## src/hw/rtl/isst_pkg.sv

```systemverilog
// Shared types and constants for the integer sample statistics block.
package isst_pkg;

  // Default sample and index widths, and the default depth of the item queue.
  localparam int SAMPLE_WIDTH_DEF = 32;
  localparam int INDEX_WIDTH_DEF  = 32;
  localparam int QUEUE_DEPTH_DEF  = 4;

  // Fixed widths of the result fields.
  localparam int OUT_WIDTH = 32;
  localparam int ACC_WIDTH = 64;

  // Sample kind codes as they arrive on the input channel.
  typedef enum logic [1:0] {
    KIND_VALID   = 2'd0,
    KIND_MISSING = 2'd1,
    KIND_ERROR   = 2'd2
  } kind_t;

  // Classification of one item, decided in the front end.
  typedef struct packed {
    logic valid;
    logic missing;
    logic error;
    logic last;
  } cls_t;

  localparam int CLS_WIDTH = $bits(cls_t);

endpackage

```

## src/hw/rtl/isst_queue.sv

```systemverilog
// Small flip-flop queue between the front end and the back end.
module isst_queue #(
  parameter int WIDTH = 8,
  parameter int DEPTH = isst_pkg::QUEUE_DEPTH_DEF
) (
  input  logic             clk,
  input  logic             rst_n,
  input  logic             wr_valid,
  output logic             wr_ready,
  input  logic [WIDTH-1:0] wr_data,
  output logic             rd_valid,
  input  logic             rd_ready,
  output logic [WIDTH-1:0] rd_data
);

  localparam int PTR_W = $clog2(DEPTH);
  localparam int CNT_W = $clog2(DEPTH + 1);
  localparam logic [PTR_W-1:0] LAST_PTR = PTR_W'(DEPTH - 1);
  localparam logic [CNT_W-1:0] FULL_CNT = CNT_W'(DEPTH);

  logic [WIDTH-1:0] mem_r [DEPTH];
  logic [PTR_W-1:0] wr_ptr_r, wr_ptr_nxt;
  logic [PTR_W-1:0] rd_ptr_r, rd_ptr_nxt;
  logic [CNT_W-1:0] cnt_r, cnt_nxt;
  logic             do_wr, do_rd;

  assign wr_ready = (cnt_r != FULL_CNT);
  assign rd_valid = (cnt_r != '0);
  assign rd_data  = mem_r[rd_ptr_r];
  assign do_wr    = wr_valid && wr_ready;
  assign do_rd    = rd_valid && rd_ready;

  // Pointer and fill count update.
  always_comb begin
    wr_ptr_nxt = wr_ptr_r;
    rd_ptr_nxt = rd_ptr_r;
    cnt_nxt    = cnt_r;
    if (do_wr) begin
      wr_ptr_nxt = (wr_ptr_r == LAST_PTR) ? '0 : wr_ptr_r + 1'b1;
    end
    if (do_rd) begin
      rd_ptr_nxt = (rd_ptr_r == LAST_PTR) ? '0 : rd_ptr_r + 1'b1;
    end
    if (do_wr && !do_rd) begin
      cnt_nxt = cnt_r + 1'b1;
    end else if (do_rd && !do_wr) begin
      cnt_nxt = cnt_r - 1'b1;
    end
  end

  always_ff @(posedge clk) begin
    if (!rst_n) begin
      wr_ptr_r <= '0;
      rd_ptr_r <= '0;
      cnt_r    <= '0;
    end else begin
      wr_ptr_r <= wr_ptr_nxt;
      rd_ptr_r <= rd_ptr_nxt;
      cnt_r    <= cnt_nxt;
    end
  end

  // Entry storage.
  always_ff @(posedge clk) begin
    if (do_wr) begin
      mem_r[wr_ptr_r] <= wr_data;
    end
  end

endmodule

```

## config.mk

```make
export PLATFORM = sky130hd
export DESIGN_NAME = isst_queue
export DESIGN_NICKNAME = d
export VERILOG_FILES = /design/src/hw/rtl/isst_pkg.sv /design/src/hw/rtl/isst_queue.sv
export SDC_FILE = /design/constraint.sdc
export NUM_CORES = 1
export LEC_CHECK = 0
export BUFFER_PORTS_ARGS = -buffer_cell sky130_fd_sc_hd__buf_2
export CORE_UTILIZATION = 50
export CTS_CLUSTER_SIZE = 16
export DETAILED_ROUTE_END_ITERATION = 8
export GPL_ROUTABILITY_DRIVEN = 0
export GPL_TIMING_DRIVEN = 0
export PLACE_DENSITY = 0.74
export SYNTH_ARGS = -nofsm -noshare
export SYNTH_HDL_FRONTEND = slang
export SYNTH_SLANG_ARGS = --single-unit
```

## constraint.sdc

```tcl
create_clock -name clk -period 2.2 [get_ports clk]
set_clock_uncertainty 0.1 [all_clocks]
set_input_delay 0.11 -clock clk [delete_from_list [all_inputs] [get_ports clk]]
set_output_delay 0.11 -clock clk [all_outputs]
set_load 0.02 [all_outputs]
```

# ---- After elaboration in Yosys (flattened, before gate mapping)
# Memories as Yosys holds them, arrays and structs flattened. A register that Yosys moved wholly into a read port is not among the register bits.
# Index checks and enable logic that the tools add are counted.
dict set report totals {
  regBits 7
  ramBits 32
  inputBits 12
  out_inout_bits 10
  mem_count 1
}
dict set report classes {
  add_sub_neg 4
  n_eq_ne 3
  mux 8
  reduce_logical 8
}
# name words width rd rd_ports_with_merged_regs wr line
set mem_list {}
lappend mem_list {mem_r 4 8 1 1 1 isst_queue.sv:21} ;# logic [WIDTH-1:0] mem_r [DEPTH];
# operator n
set ops {}
lappend ops {{2-to-1 mux 2 bit} 4}
lappend ops {{2-to-1 mux 3 bit} 2}
lappend ops {{adder 2 x 1 -> 2 bit (second input constant)} 2}
lappend ops {{== test 2 bit (second input constant)} 2}
lappend ops {{logical AND 1 bit} 4}
lappend ops {{adder 3 x 1 -> 3 bit (second input constant)} 1}
lappend ops {{inequality test 3 bit (second input constant)} 1}
lappend ops {{nonzero test 3 bit} 1}
lappend ops {{subtractor 3 x 1 -> 3 bit (second input constant)} 1}
lappend ops {{zero test 1 bit} 2}
lappend ops {{2-to-1 mux 1 bit} 2}
lappend ops {{nonzero test 2 bit} 1}

# ---- Logic depth before layout (Yosys ltp)
dict set report depth {
  word_depth 6
  mapped_depth 9
  depth_no_buf 8
}

# ---- Worst setup path after synthesis
# Ideal clock, no wire load.
dict set report synth_path {
  path_kind {flip-flop to flip-flop}
  startpoint {reg cnt_r[0]}
  endpoint {reg cnt_r[2]}
  setup_ns 0.076
  arrival_ns 2.155
  setup_slack_ns -0.131
  stages_incl_launch_ff 10
  synth_period_minus_slack_ns 2.331
  path_cell_list {dfxtp_1 or3b_1 clkbuf_2 and2_4 ha_1 inv_1 fa_1 xor2_1 or3_2 a21boi_0}
}
dict set report synth_via {
  elab_chain_len 5
}
# item line
set synth_rtl {}
lappend synth_rtl {{from (decl)} isst_queue.sv:24} ;# logic [CNT_W-1:0] cnt_r, cnt_nxt;
lappend synth_rtl {{from (signal assigned)} isst_queue.sv:59} ;# cnt_r <= cnt_nxt;
lappend synth_rtl {{inequality test 3 bit *} isst_queue.sv:27} ;# assign wr_ready = (cnt_r != FULL_CNT);
lappend synth_rtl {{net wr_ready} isst_queue.sv:9} ;# output logic wr_ready,
lappend synth_rtl {{logical AND 1 bit *} isst_queue.sv:30} ;# assign do_wr = wr_valid && wr_ready;
lappend synth_rtl {{net do_wr} isst_queue.sv:25} ;# logic do_wr, do_rd;
lappend synth_rtl {{zero test 1 bit} isst_queue.sv:46} ;# end else if (do_rd && !do_wr) begin
lappend synth_rtl {{logical AND 1 bit} isst_queue.sv:46}
lappend synth_rtl {{nonzero test 2 bit (no line)} -}
# The timed path passes the listed nets; every way through them passes the cells marked *. The select of a mux whose other input is x is not followed.
# A chain may end at the register's enable or synchronous reset.

# ---- Worst setup path after layout
dict set report layout_path {
  startpoint {reg cnt_r[1]}
  endpoint {reg cnt_r[2]}
}
dict set report layout_via {
  elab_chain_len 5
}
# item line
set layout_rtl {}
lappend layout_rtl {{inequality test 3 bit *} isst_queue.sv:27}
lappend layout_rtl {{logical AND 1 bit *} isst_queue.sv:30}
lappend layout_rtl {{net do_wr} isst_queue.sv:25}
lappend layout_rtl {{zero test 1 bit} isst_queue.sv:46}
lappend layout_rtl {{logical AND 1 bit} isst_queue.sv:46}
lappend layout_rtl {{nonzero test 2 bit (no line)} -}
# Marked as above.

==> results.md <==
* Run status: complete, no violations
* Max-slew violations at 0
* Max clock buf depth at 2
* Power Density at 1140 nW/um2
* Vias in the first global route at 922
* IO Pins at 22
* Post-route ant nets at 0
* Cell taking the most area after synthesis: edfxtp_1
* Fin crit share at 0.959
* CTS H-tree lvls at 2
* Final Hold Fails at 0
* Critical Path RT at 2.38 ns
* Root buffer cell: clkbuf_4
* First-pass GRT wire length at 4390 um
* I/O Buffers at 21
* # DRC at 0
* Fmax at 474 MHz
* DPL Wire Length at 1780 um
* Sw Pwr at 0.000729 W
* ANT cells at 0
* Fin crit period at between 2 and 2.5 ns
* P_int at ~0.0016 W
* Cells after DPL at between 150 and 200
* Initial DRC Count at 21
* Vias at roughly 900
* Initial antenna violation count at 0
* RSZ-0062 raised after global routing: false
* DIE WIDTH at 59.2 um
* CTS tree: built
* Starting Density at 0.531
* Seq/Total Area, Yosys at 0.698
* Mapped Nets at 112
* Non-Filler Instances at 178
* Area growth, synth to finish at 25.2%
* Worst Max-Slew Pin Slew at 0.488 ns
* Yosys warns at 0
* Largest net degree at the start of global routing at 15
* Final WL at between 2000 and 3000 um
* Worst EP arrival at 2.29 ns
* Worst-skew pair later-pin latency at 0.34 ns
* Setup Viol. Count Final at 0
* Worst slew margin at 0.675
* Top cells by area, synth: edfxtp_1, dfxtp_1, mux4_2, ha_1, and3_2
* #FFs+latches synth at between 40 and 50
* Overall power at 0.00234 W
* Mapped Area at around 1600 um2
* Layout cells sized above 1 at 0.418
* Seq pwr share at 0.449
* Post-synth top area share at 0.588
* Max cap viols at 0
* Die footprint at 3500 um2
* Leak Pwr at 0.747 nW
* Power share of the combinational group at 0.342
* Hold Path Class: in -> reg
* Worst Path Class, Setup: reg -> reg
* Remaining global-route overflow at 0
* Clock group share of total power at 0.209
* Crit-path max FO at 5
* Die height at 59.2 um
* Per-cell routed wire length at roughly 15 um
* CP Launch Type: flip-flop
* TritonCTS Buffers at 5
* Clock transition at path regs at 0.12 ns
* GRT Total Usage at 0.186
* CORE AREA at 3080 um2
* Vias/cell at 5.19
* Final nets at between 150 and 200
* First-pass iteration count of the detailed router at 4
* Synth cell types at 26
* CP endpoint kind: flip-flop
* CTS sink cnt at 41
* IR drop worst, VDD at about 0.8 mV
* FP Rows at 20
* Mean Syn Cell Area at 17.6 um2
* Sw frac at 0.312
* Cell count after synthesis at 93
synthesized netlist by cell type (all sizes together):
master,number
mux2i,2
edfxtp,32
inv,3
clkbuf,2
or3b,1
nor2,2
o21ai,4
buf,2
o31ai,1
a21boi,1
nand3,2
or3,2
fa,1
nand2,5
dfxtp,9
xnor2,1
and3,4
mux4,8
nor2b,1
and2,2
nand4,1
ha,6
xor2,1
area by class of cell:
cell class | count | area (um2)
timing repair buffer | 34 | 228
clock inverter | 3 | 46.3
tap | 44 | 55.1
multi-input combinational | 45 | 504
buffer | 3 | 12.5
clock buffer | 5 | 37.5
sequential | 41 | 1150
inverter | 3 | 11.3
fill | 235 | 1030
cells in the final DEF (no fill, tap or decap), types with 2 or more instances in the layout:
cell,instances
ha_1,5
buf_4,3
edfxtp_1,32
nor2_1,2
and3_2,4
mux4_2,8
dlygate4sd3_1,10
o21ai_0,4
nand3_1,2
mux2i_1,2
clkbuf_4,5
inv_1,3
dfxtp_1,6
nand2_1,5
dfxtp_4,3
buf_2,22
critical path, cell delays in order, from the launching register on:
cell and delay [ns]:
dfxtp_4 0.39, or3b_4 0.39, and2_4 0.19, ha_4 0.16, inv_1 0.06, fa_2 0.20
xor2_1 0.09, or3_4 0.33, a21boi_2 0.14
routing by layer:
| metal | track usage | part of all wire | vias up |
|---|---|---|---|
| li1 | - | - | 440 |
| met1 | 0.218 | 0.42 | 446 |
| met2 | 0.299 | 0.50 | 31 |
| met3 | 0.0655 | 0.046 | 7 |
| met4 | 0.105 | 0.027 | 0 |
| met5 | 0 | 0 | - |
power groups by stage:
| stage | sequential, W | clock, W | combinational [W] |
|---|---|---|---|
| after floorplan | 0.00103 | 0 | 0.000528 |
| after global placement | 0.00104 | 0 | 0.000671 |
| after detailed placement | 0.00105 | 0 | 0.000696 |
| after CTS | 0.00105 | 0.000502 | 0.000774 |
| after global routing | 0.00106 | 0.000532 | 0.000861 |
| final | 0.00105 | 0.000488 | 0.000798 |
path summary, 6_finish.rpt:
kind | startpoint | to | slack (ns) | cells after the start
max reg2reg | cnt_r[1]$_SDFFE_PN0P_ | cnt_r[2]$_SDFFE_PN0P_ | 0.09 | 8
min reg2reg | wr_ptr_r[1]$_SDFFE_PN0P_ | wr_ptr_r[1]$_SDFFE_PN0P_ | 0.42 | 2
min | wr_valid | wr_ptr_r[1]$_SDFFE_PN0P_ | 0.08 | 3
max | cnt_r[1]$_SDFFE_PN0P_ | cnt_r[2]$_SDFFE_PN0P_ | 0.09 | 8
what timing repair did:
action	4_1_cts	5_1_grt
endpoints found under the setup margin	1	1
pin swaps	3	0
gates resized for setup	7	1
hold endpoints to repair	33	0
cloned	0	0
buffers inserted	3	0
hold buffers	10	0
flip-flops by register name, summed over array words and instances, names as in the netlist, named ones only:
name	count
cnt_r	3
mem_r	32
rd_ptr_r	2
wr_ptr_r	2
stage by stage:
step	utilization	setup WS (ns)	hold WS (ns)	area [um2]	TNS, ns
CTS	0.664	0.0259	0.0649	2040	0
finish	0.665	0.0906	0.0772	2050	0
global placement	0.591	-0.0278	0.221	1820	-0.0278
floorplan	-	0.000526	0.109	1660	0
global route	0.665	0.0513	0.0895	2050	0
detailed placement	0.591	-0.113	0.235	1820	-0.113
logic make-up (layout without fill, tap and decap cells):
| kind of cell | Yosys count | in the layout | synth area share |
|---|---|---|---|
| adders and majority gates | 7 | 7 | 0.0581 |
| DFF | 41 | 41 | 0.698 |
| buffers and inverters | 7 | 48 | 0.0176 |
| muxes | 10 | 10 | 0.122 |
| xor gates and xnor gates | 2 | 2 | 0.0107 |
| AOI/OAI and AO/OA | 6 | 6 | 0.0214 |
| and+or+nand+nor | 20 | 20 | 0.0719 |
Power figures use the tool's default switching activity.
