`src/hw/rtl/isst_pkg.sv`:
```
// Shared types and constants for the integer sample statistics block.
package isst_pkg;

  // Default sample and index widths, and the default depth of the item queue.
  localparam int SAMPLE_WIDTH_DEF = 32;
  localparam int INDEX_WIDTH_DEF  = 32;
  localparam int QUEUE_DEPTH_DEF  = 4;

  // Fixed widths of the result fields.
  localparam int OUT_WIDTH = 32;
  localparam int ACC_WIDTH = 64;

  // Sample kind codes as they arrive on the input channel.
  typedef enum logic [1:0] {
    KIND_VALID   = 2'd0,
    KIND_MISSING = 2'd1,
    KIND_ERROR   = 2'd2
  } kind_t;

  // Classification of one item, decided in the front end.
  typedef struct packed {
    logic valid;
    logic missing;
    logic error;
    logic last;
  } cls_t;

  localparam int CLS_WIDTH = $bits(cls_t);

endpackage

```
`src/hw/rtl/isst_back.sv`:
```
// Back end: updates the accumulators and holds the result of each set.
module isst_back #(
  parameter int SAMPLE_WIDTH = isst_pkg::SAMPLE_WIDTH_DEF,
  parameter int INDEX_WIDTH  = isst_pkg::INDEX_WIDTH_DEF,
  parameter int ENTRY_WIDTH  = isst_pkg::CLS_WIDTH + 3 * SAMPLE_WIDTH + INDEX_WIDTH
) (
  input  logic                   clk,
  input  logic                   rst_n,
  input  logic                   pop_valid,
  output logic                   pop_ready,
  input  logic [ENTRY_WIDTH-1:0] pop_data,
  output logic                   out_valid,
  input  logic                   out_ready,
  output logic                   out_any_valid,
  output logic [31:0]            out_valid_count,
  output logic signed [63:0]     out_total,
  output logic signed [63:0]     out_squares_total,
  output logic signed [31:0]     out_smallest,
  output logic signed [31:0]     out_largest,
  output logic [31:0]            out_smallest_position,
  output logic [31:0]            out_largest_position,
  output logic [31:0]            out_missing_count,
  output logic [31:0]            out_error_count
);

  localparam int OW = isst_pkg::OUT_WIDTH;
  localparam int AW = isst_pkg::ACC_WIDTH;
  localparam int SQ_W = 2 * SAMPLE_WIDTH;

  isst_pkg::cls_t                 cls;
  logic signed [SAMPLE_WIDTH-1:0] val;
  logic        [INDEX_WIDTH-1:0]  idx;
  logic        [SQ_W-1:0]         sq;

  logic                           seen_r, seen_nxt;
  logic [OW-1:0]                  cnt_r, cnt_nxt;
  logic [AW-1:0]                  sum_r, sum_nxt;
  logic [AW-1:0]                  sqs_r, sqs_nxt;
  logic signed [SAMPLE_WIDTH-1:0] min_r, min_nxt;
  logic signed [SAMPLE_WIDTH-1:0] max_r, max_nxt;
  logic [INDEX_WIDTH-1:0]         min_pos_r, min_pos_nxt;
  logic [INDEX_WIDTH-1:0]         max_pos_r, max_pos_nxt;
  logic [OW-1:0]                  miss_r, miss_nxt;
  logic [OW-1:0]                  err_r, err_nxt;

  logic                           ov_r, ov_nxt;
  logic                           o_any_r;
  logic [OW-1:0]                  o_cnt_r, o_miss_r, o_err_r, o_min_pos_r, o_max_pos_r;
  logic [AW-1:0]                  o_sum_r, o_sqs_r;
  logic signed [OW-1:0]           o_min_r, o_max_r;

  logic first, take_min, take_max, pop, emit;
  logic [AW-1:0] val_ext, sq_ext;

  assign {cls, val, idx, sq} = pop_data;

  // A final beat waits until the result register is free or being drained.
  assign pop_ready = !cls.last || !ov_r || out_ready;
  assign pop       = pop_valid && pop_ready;
  assign emit      = pop && cls.last;

  // Next accumulator values, with the first valid sample seeding them.
  always_comb begin
    val_ext  = AW'(val);
    sq_ext   = AW'(sq);
    first    = cls.valid && !seen_r;
    take_min = first || (cls.valid && (val < min_r));
    take_max = first || (cls.valid && (val > max_r));
    seen_nxt = seen_r || cls.valid;
    cnt_nxt  = first ? OW'(1) : cnt_r + OW'(cls.valid);
    sum_nxt  = first ? val_ext : (cls.valid ? sum_r + val_ext : sum_r);
    sqs_nxt  = first ? sq_ext : (cls.valid ? sqs_r + sq_ext : sqs_r);
    min_nxt     = take_min ? val : min_r;
    min_pos_nxt = take_min ? idx : min_pos_r;
    max_nxt     = take_max ? val : max_r;
    max_pos_nxt = take_max ? idx : max_pos_r;
    miss_nxt = miss_r + OW'(cls.missing);
    err_nxt  = err_r + OW'(cls.error);
  end

  // Accumulators; a final beat clears them for the next set.
  always_ff @(posedge clk) begin
    if (!rst_n || emit) begin
      seen_r    <= 1'b0;
      cnt_r     <= '0;
      sum_r     <= '0;
      sqs_r     <= '0;
      min_r     <= '0;
      max_r     <= '0;
      min_pos_r <= '0;
      max_pos_r <= '0;
      miss_r    <= '0;
      err_r     <= '0;
    end else if (pop) begin
      seen_r    <= seen_nxt;
      cnt_r     <= cnt_nxt;
      sum_r     <= sum_nxt;
      sqs_r     <= sqs_nxt;
      min_r     <= min_nxt;
      max_r     <= max_nxt;
      min_pos_r <= min_pos_nxt;
      max_pos_r <= max_pos_nxt;
      miss_r    <= miss_nxt;
      err_r     <= err_nxt;
    end
  end

  // Result valid flag.
  always_comb begin
    ov_nxt = ov_r;
    if (emit) begin
      ov_nxt = 1'b1;
    end else if (out_ready) begin
      ov_nxt = 1'b0;
    end
  end

  always_ff @(posedge clk) begin
    if (!rst_n) begin
      ov_r <= 1'b0;
    end else begin
      ov_r <= ov_nxt;
    end
  end

  // Result payload. With no valid sample the cleared accumulators read as zero.
  always_ff @(posedge clk) begin
    if (emit) begin
      o_any_r     <= seen_nxt;
      o_cnt_r     <= cnt_nxt;
      o_sum_r     <= sum_nxt;
      o_sqs_r     <= sqs_nxt;
      o_min_r     <= OW'(min_nxt);
      o_max_r     <= OW'(max_nxt);
      o_min_pos_r <= OW'(min_pos_nxt);
      o_max_pos_r <= OW'(max_pos_nxt);
      o_miss_r    <= miss_nxt;
      o_err_r     <= err_nxt;
    end
  end

  assign out_valid             = ov_r;
  assign out_any_valid         = o_any_r;
  assign out_valid_count       = o_cnt_r;
  assign out_total             = $signed(o_sum_r);
  assign out_squares_total     = $signed(o_sqs_r);
  assign out_smallest          = o_min_r;
  assign out_largest           = o_max_r;
  assign out_smallest_position = o_min_pos_r;
  assign out_largest_position  = o_max_pos_r;
  assign out_missing_count     = o_miss_r;
  assign out_error_count       = o_err_r;

`ifndef ASSERT_OFF
  // Once a set holds a valid sample, the minimum never exceeds the maximum.
  a_min_le_max: assert property (@(posedge clk) disable iff (!rst_n)
    seen_r |-> (min_r <= max_r))
    else $error("minimum above maximum");

  // Without a valid sample the valid accumulators stay cleared.
  a_clear_unseen: assert property (@(posedge clk) disable iff (!rst_n)
    !seen_r |-> (cnt_r == '0) && (sum_r == '0) && (sqs_r == '0))
    else $error("accumulators not clear before first valid sample");

  // A final beat clears the set and raises the result.
  a_emit_clears: assert property (@(posedge clk) disable iff (!rst_n)
    emit |=> !seen_r && (miss_r == '0) && (err_r == '0) && ov_r)
    else $error("final beat did not clear state or raise result");

  // A pending result is never overwritten before it is taken.
  a_no_overwrite: assert property (@(posedge clk) disable iff (!rst_n)
    (ov_r && !out_ready) |-> !emit)
    else $error("result overwritten while stalled");
`endif

endmodule

```
`config.mk`:
```
export PLATFORM = sky130hd
export DESIGN_NAME = isst_back
export DESIGN_NICKNAME = d
export VERILOG_FILES = /design/src/hw/rtl/isst_pkg.sv /design/src/hw/rtl/isst_back.sv
export SDC_FILE = /design/constraint.sdc
export NUM_CORES = 2
export LEC_CHECK = 0
export CORE_MARGIN = 3
export CORE_UTILIZATION = 35
export DETAILED_ROUTE_END_ITERATION = 8
export DONT_BUFFER_PORTS = 1
export PLACE_DENSITY_LB_ADDON = 0.12
export SLEW_MARGIN = 20
export SYNTH_ARGS = -nofsm -noshare
export SYNTH_HDL_FRONTEND = slang
export SYNTH_SLANG_ARGS = --single-unit
export TNS_END_PERCENT = 1
```
`constraint.sdc`:
```
create_clock -name clk -period 16.7 [get_ports clk]
set_input_delay 1.67 -clock clk [delete_from_list [all_inputs] [get_ports clk]]
set_output_delay 1.67 -clock clk [all_outputs]
set_load 0.02 [all_outputs]
```
# Word level (Yosys, flattened, before mapping)
# Cells that the tools add are included.
# Widths: inputs -> output; s select.
[word_totals] reg_bits=707 out_inout_bits=355 word_cells=55 in_bits=136
[op_classes] add_sub_neg=5 magnitude_cmp=2 muxes=11 n_reduce_logical=16
[op_table] op="$mux 64" count=4
[op_table] op="$mux 32" count=5
[op_table] op="$add 64x64->64" count=2
[op_table] op="$add 32x1->32" count=3
[op_table] op="$gt 32x32->1" count=1
[op_table] op="$lt 32x32->1" count=1
[op_table] op="$logic_or 1x1->1" count=6
[op_table] op="$logic_and 1x1->1" count=5
[op_table] op="$logic_not 1->1" count=4
[op_table] op="$mux 1" count=2
[op_table] op="$reduce_bool 2->1" count=1

# Depth between registers and ports, before layout
[logic_depth] word_depth=6 depth_mapped=15 depth_no_buf=13

# Least setup slack after synthesis
# Ideal clock, no wire load.
[synth_timing] path_kind="input-to-reg" startpoint="input port out_ready" endpoint="register miss_r[18]" cell_stages=8 slack_ns=5.016 setup_time_ns=0.128 n_path_buf=3 required_time_ns=16.572 arrival_ns=11.556 path_cell_list="nor2b_1 -> nand2_1 -> and3_1 -> nand2b_1 -> clkbuf_1 -> clkbuf_1 -> buf_1 -> nor2_1"
[synth_via] elab_chain_cells=4
[synth_lines] item="start: declaration" line_no="isst_back.sv:13" rtl="input logic out_ready,"
[synth_lines] item="$logic_or 1x1->1" line_no="isst_back.sv:58" rtl="assign pop_ready = !cls.last || !ov_r || out_ready;"
[synth_lines] item="net pop_ready" line_no="isst_back.sv:10" rtl="output logic pop_ready,"
[synth_lines] item="$logic_and 1x1->1" line_no="isst_back.sv:59" rtl="assign pop = pop_valid && pop_ready;"
[synth_lines] item="$logic_and 1x1->1" line_no="isst_back.sv:60" rtl="assign emit = pop && cls.last;"
[synth_lines] item="net emit" line_no="isst_back.sv:52" rtl="logic first, take_min, take_max, pop, emit;"
[synth_lines] item="$logic_or 1x1->1" line_no="isst_back.sv:83" rtl="if (!rst_n || emit) begin"
[synth_lines] item="end signal: assignment" line_no="isst_back.sv:103" rtl="miss_r <= miss_nxt;"
[synth_lines] item="end: declaration" line_no="isst_back.sv:43" rtl="logic [OW-1:0] miss_r, miss_nxt;"
# The timed path passes the listed nets, and every way through them passes these cells.
# A chain may end at the register's enable or synchronous reset.

# Worst setup path in the final report
[layout_timing] startpoint="input port pop_data[114]" endpoint="register max_pos_r[8]"
[layout_via] elab_chain_cells=4
[layout_lines] item="start: declaration" line_no="isst_back.sv:11" rtl="input logic [ENTRY_WIDTH-1:0] pop_data,"
[layout_lines] item="$gt 32x32->1" line_no="isst_back.sv:68" rtl="take_max = first || (cls.valid && (val > max_r));"
[layout_lines] item="$logic_and 1x1->1" line_no="isst_back.sv:68"
[layout_lines] item="$logic_or 1x1->1" line_no="isst_back.sv:68"
[layout_lines] item="$mux 32" line_no="isst_back.sv:76" rtl="max_pos_nxt = take_max ? idx : max_pos_r;"
[layout_lines] item="end signal: assignment" line_no="isst_back.sv:102" rtl="max_pos_r <= max_pos_nxt;"
[layout_lines] item="end: declaration" line_no="isst_back.sv:42" rtl="logic [INDEX_WIDTH-1:0] max_pos_r, max_pos_nxt;"
# Every way passes these cells.

==> results.py <==
metrics = {
    "flow_run": {
        "cap_viol_max_count": 0,
    },
    "die": {
        "ios": 491,
        "std_cell_rows": 119,
        "die_area_um2": 111000,
        "coreArea_um2": 106000,
        "die_w_um": 334,
        "die_h_um": 334,
        "start_util": 0.355,
    },
    "logic_synthesis": {
        "yosysSeqAreaShare": 0.470,
        "ys_top_cells_by_count": "nand2_1 (529), a21oi_1 (469), nor2_1 (362), dfxtp_1 (354), edfxtp_1 (353)",
        "synth_top_cell_by_area": "edfxtp_1",
        "netlist_instances": 3979,
        "syn-cell-area_um2": 37600,
        "ys.flop_type": "dfxtp_1",
        "ys_async_sr_fraction": 0,
        "synth.distinct_cells": 93,
        "synth.top_cells.by_area": "edfxtp_1 (28%), dfxtp_1 (19%), ha_1 (6.5%)",
        "synth-edff-count": 353,
        "yosysTopAreaCellShare": 0.282,
        "syn-num-nets": 4312,
        "synth.most_common_cell": "nand2_1",
        "ys_warn_count": 0,
        "syn_avg_cell_area_um2": 9.45,
        "synth-seq-cells": 707,
    },
    "cells_and_area": {
        "final_area_um2": 41500,
        "ff_latch_area_um2": 17700,
        "fin_nets": 4208,
        "area_growth_pct": 10.5,
        "fill_cells": 10500,
        "layout-drive-gt1-share": 0.0798,
        "multi_input_area_um2": 18600,
    },
    "clock_network": {
        "cts-root-buf": "clkbuf_16",
        "cts_tree": "built",
        "clk_pin_slew_ns": 0.06,
        "cts.path.max_buffers": 3,
        "cts_hold_buf": 0,
        "ctsResizeCount": 0,
        "clock_latency_ns": 0.67,
        "cts_made_buffers": 84,
        "postCtsSetupBuffers": 0,
        "cts_sinks": 707,
        "cts_max_level": 3,
    },
    "route": {
        "ant_nets": 0,
        "dr.pass1.iters": 5,
        "vias_per_cell": 5.35,
        "wire_per_inst_um": 22.1,
        "drc": 0,
        "wl_mm": 118,
        "drt_iter0_drc": 2055,
        "vias": 28600,
    },
    "critical_path": {
        "cp-start-kind": "input pin",
        "cp-end-kind": "register",
        "regToRegSetupSlack_ns": 12.11,
        "cp_data_arrival_time_ns": 5.62,
        "r2r_cells": 8,
        "r2r_start": "out_valid",
        "critPathRequiredTime_ns": 17.20,
        "worstPathMaxFanout": 51,
        "path_class": "input pin to register",
        "r2r_end": "min_r[4]",
        "cp-startpoint": "pop_data[114]",
        "crit_path_end": "max_pos_r[8]",
    },
    "sta": {
        "final_max_slew_viol_count": 0,
        "hold_viol_final": 0,
        "max_freq_mhz": 196,
        "fin_crit_sh": 0.306,
        "grt_setup_unrepaired": "false",
        "worst_slew_pin_slew_ns": 1.01,
        "setup_tns_ns": 0,
        "slew_headroom": 0.326,
        "fin_worst_skew_ns": 0.0465,
        "setup_viol": 0,
        "post-route-min-period_ns": 5.11,
    },
    "placement": {
        "place_area_um2": 38700,
        "gp_congestion": 0.882,
        "place.port_buffers": 0,
        "post-dp-hpwl_mm": 81.9,
    },
    "power_and_ir_drop": {
        "power_density_nw_per_um2": 107,
        "p_leak_nw": 15.4,
        "peakVddDrop_mv": 0.0650,
    },
    "grt": {
        "grt_pass1_vias": 27200,
        "grt_overflow": 0,
        "grt.total_usage": 0.204,
        "antenna_found_initial": 5,
        "grt_max_degree": 239,
        "grt_pass1_wl_mm": 177,
    },
    "hold_path": {
        "hp-class": "register to register",
    },
    "outcome": {
        "status": "completed",
    },
}
-- critical path, stage by stage --
cell and delay [ns]:
ha_1 0.29, a21o_1 0.18, a221o_1 0.35, a221oi_1 0.30
o21a_1 0.15, o21ba_2 0.11, o21ai_1 0.06, mux2_1 0.35
o221ai_4 0.55, buf_4 0.72, nor2_4 0.22, buf_4 0.38
nand2_1 0.16, a21oi_1 0.07
-- flip-flops by register name (all words and copies together) (netlist names), 64 cells and up --
name	cells
sqs_r	64
out_squares_total	64
out_total	64
sum_r	64
-- per-layer routing --
metal | vias to the layer above | global-route usage | wire length [um]
li1 | 14100 | - | -
met1 | 13700 | 0.274 | 52800
met2 | 714 | 0.327 | 53600
met3 | 111 | 0.0588 | 9270
met4 | 6 | 0.0478 | 2020
met5 | - | 0 | 44
-- where the power goes --
group | internal, mW | switching (mW) | leakage [nW]
clock | 1.11 | 0.783 | 1.37
sequential | 1.91 | 0.105 | 6.19
combinational | 0.192 | 0.338 | 7.87
-- cells in the final DEF, fill, tap and decap left out, types with 19 or more instances in the layout --
cell	instances
nand2_1	528
a21oi_1	469
nor2_1	361
dfxtp_1	353
edfxtp_1	353
o21ai_0	218
ha_1	195
xor2_1	132
xnor2_1	121
nand3_1	115
inv_1	108
mux2_2	98
clkbuf_16	85
a21o_1	82
mux2i_1	74
nand4_1	54
nor3_1	46
a211oi_1	41
and3_1	39
o31ai_1	38
a31oi_1	28
buf_4	28
or3_1	25
o21bai_1	24
nor2b_1	24
o21a_1	19
-- how the worst min path moves through the flow --
stage	start	end	depth (start not counted)
floorplan	max_pos_r[0]	max_pos_r[0]	2
global placement	max_pos_r[18]	max_pos_r[18]	2
detailed placement	max_pos_r[24]	max_pos_r[24]	2
finish	max_pos_r[28]	max_pos_r[28]	2
CTS	max_pos_r[24]	max_pos_r[24]	2
global route	max_pos_r[7]	max_pos_r[7]	2
-- through the flow --
step           cells  hold slack (ns)  utilization  setup WS [ns]  total power, mW
6_report        5340            0.452        0.392          11.59             4.44
2_1_floorplan   3979            0.433            -           5.02             2.45
3_3_place_gp    5180            0.441        0.365          10.86             2.59
4_1_cts         5337            0.454        0.392          11.55             4.51
3_5_place_dp    5180            0.444        0.365          10.81             2.59
5_1_grt         5337            0.467        0.392          11.27             4.63
-- kinds of logic (layout without fill, tap and decap cells) --
family,Yosys count,count (layout),synth area share
compound gates,1049,1049,0.170
xor+xnor,253,253,0.0589
fa+ha+maj,197,197,0.0660
buf+inv,329,296,0.0366
flops,707,707,0.470
mux,174,174,0.0498
other cells,0,3,0
simple gates,1270,1270,0.149
-- area by class of cell --
| class | count | share of cell area |
|---|---|---|
| Clock inverter | 51 | 0.0138 |
| Multi-Input combinational cell | 2943 | 0.448 |
| Sequential cell | 707 | 0.426 |
| Tap cell | 1391 | 0.0419 |
| Clock buffer | 106 | 0.0543 |
| Timing Repair Buffer | 30 | 0.00602 |
| Inverter | 109 | 0.00985 |
| Antenna cell | 3 | 0.000181 |
No activity file was read; power rests on OpenSTA's default activity.
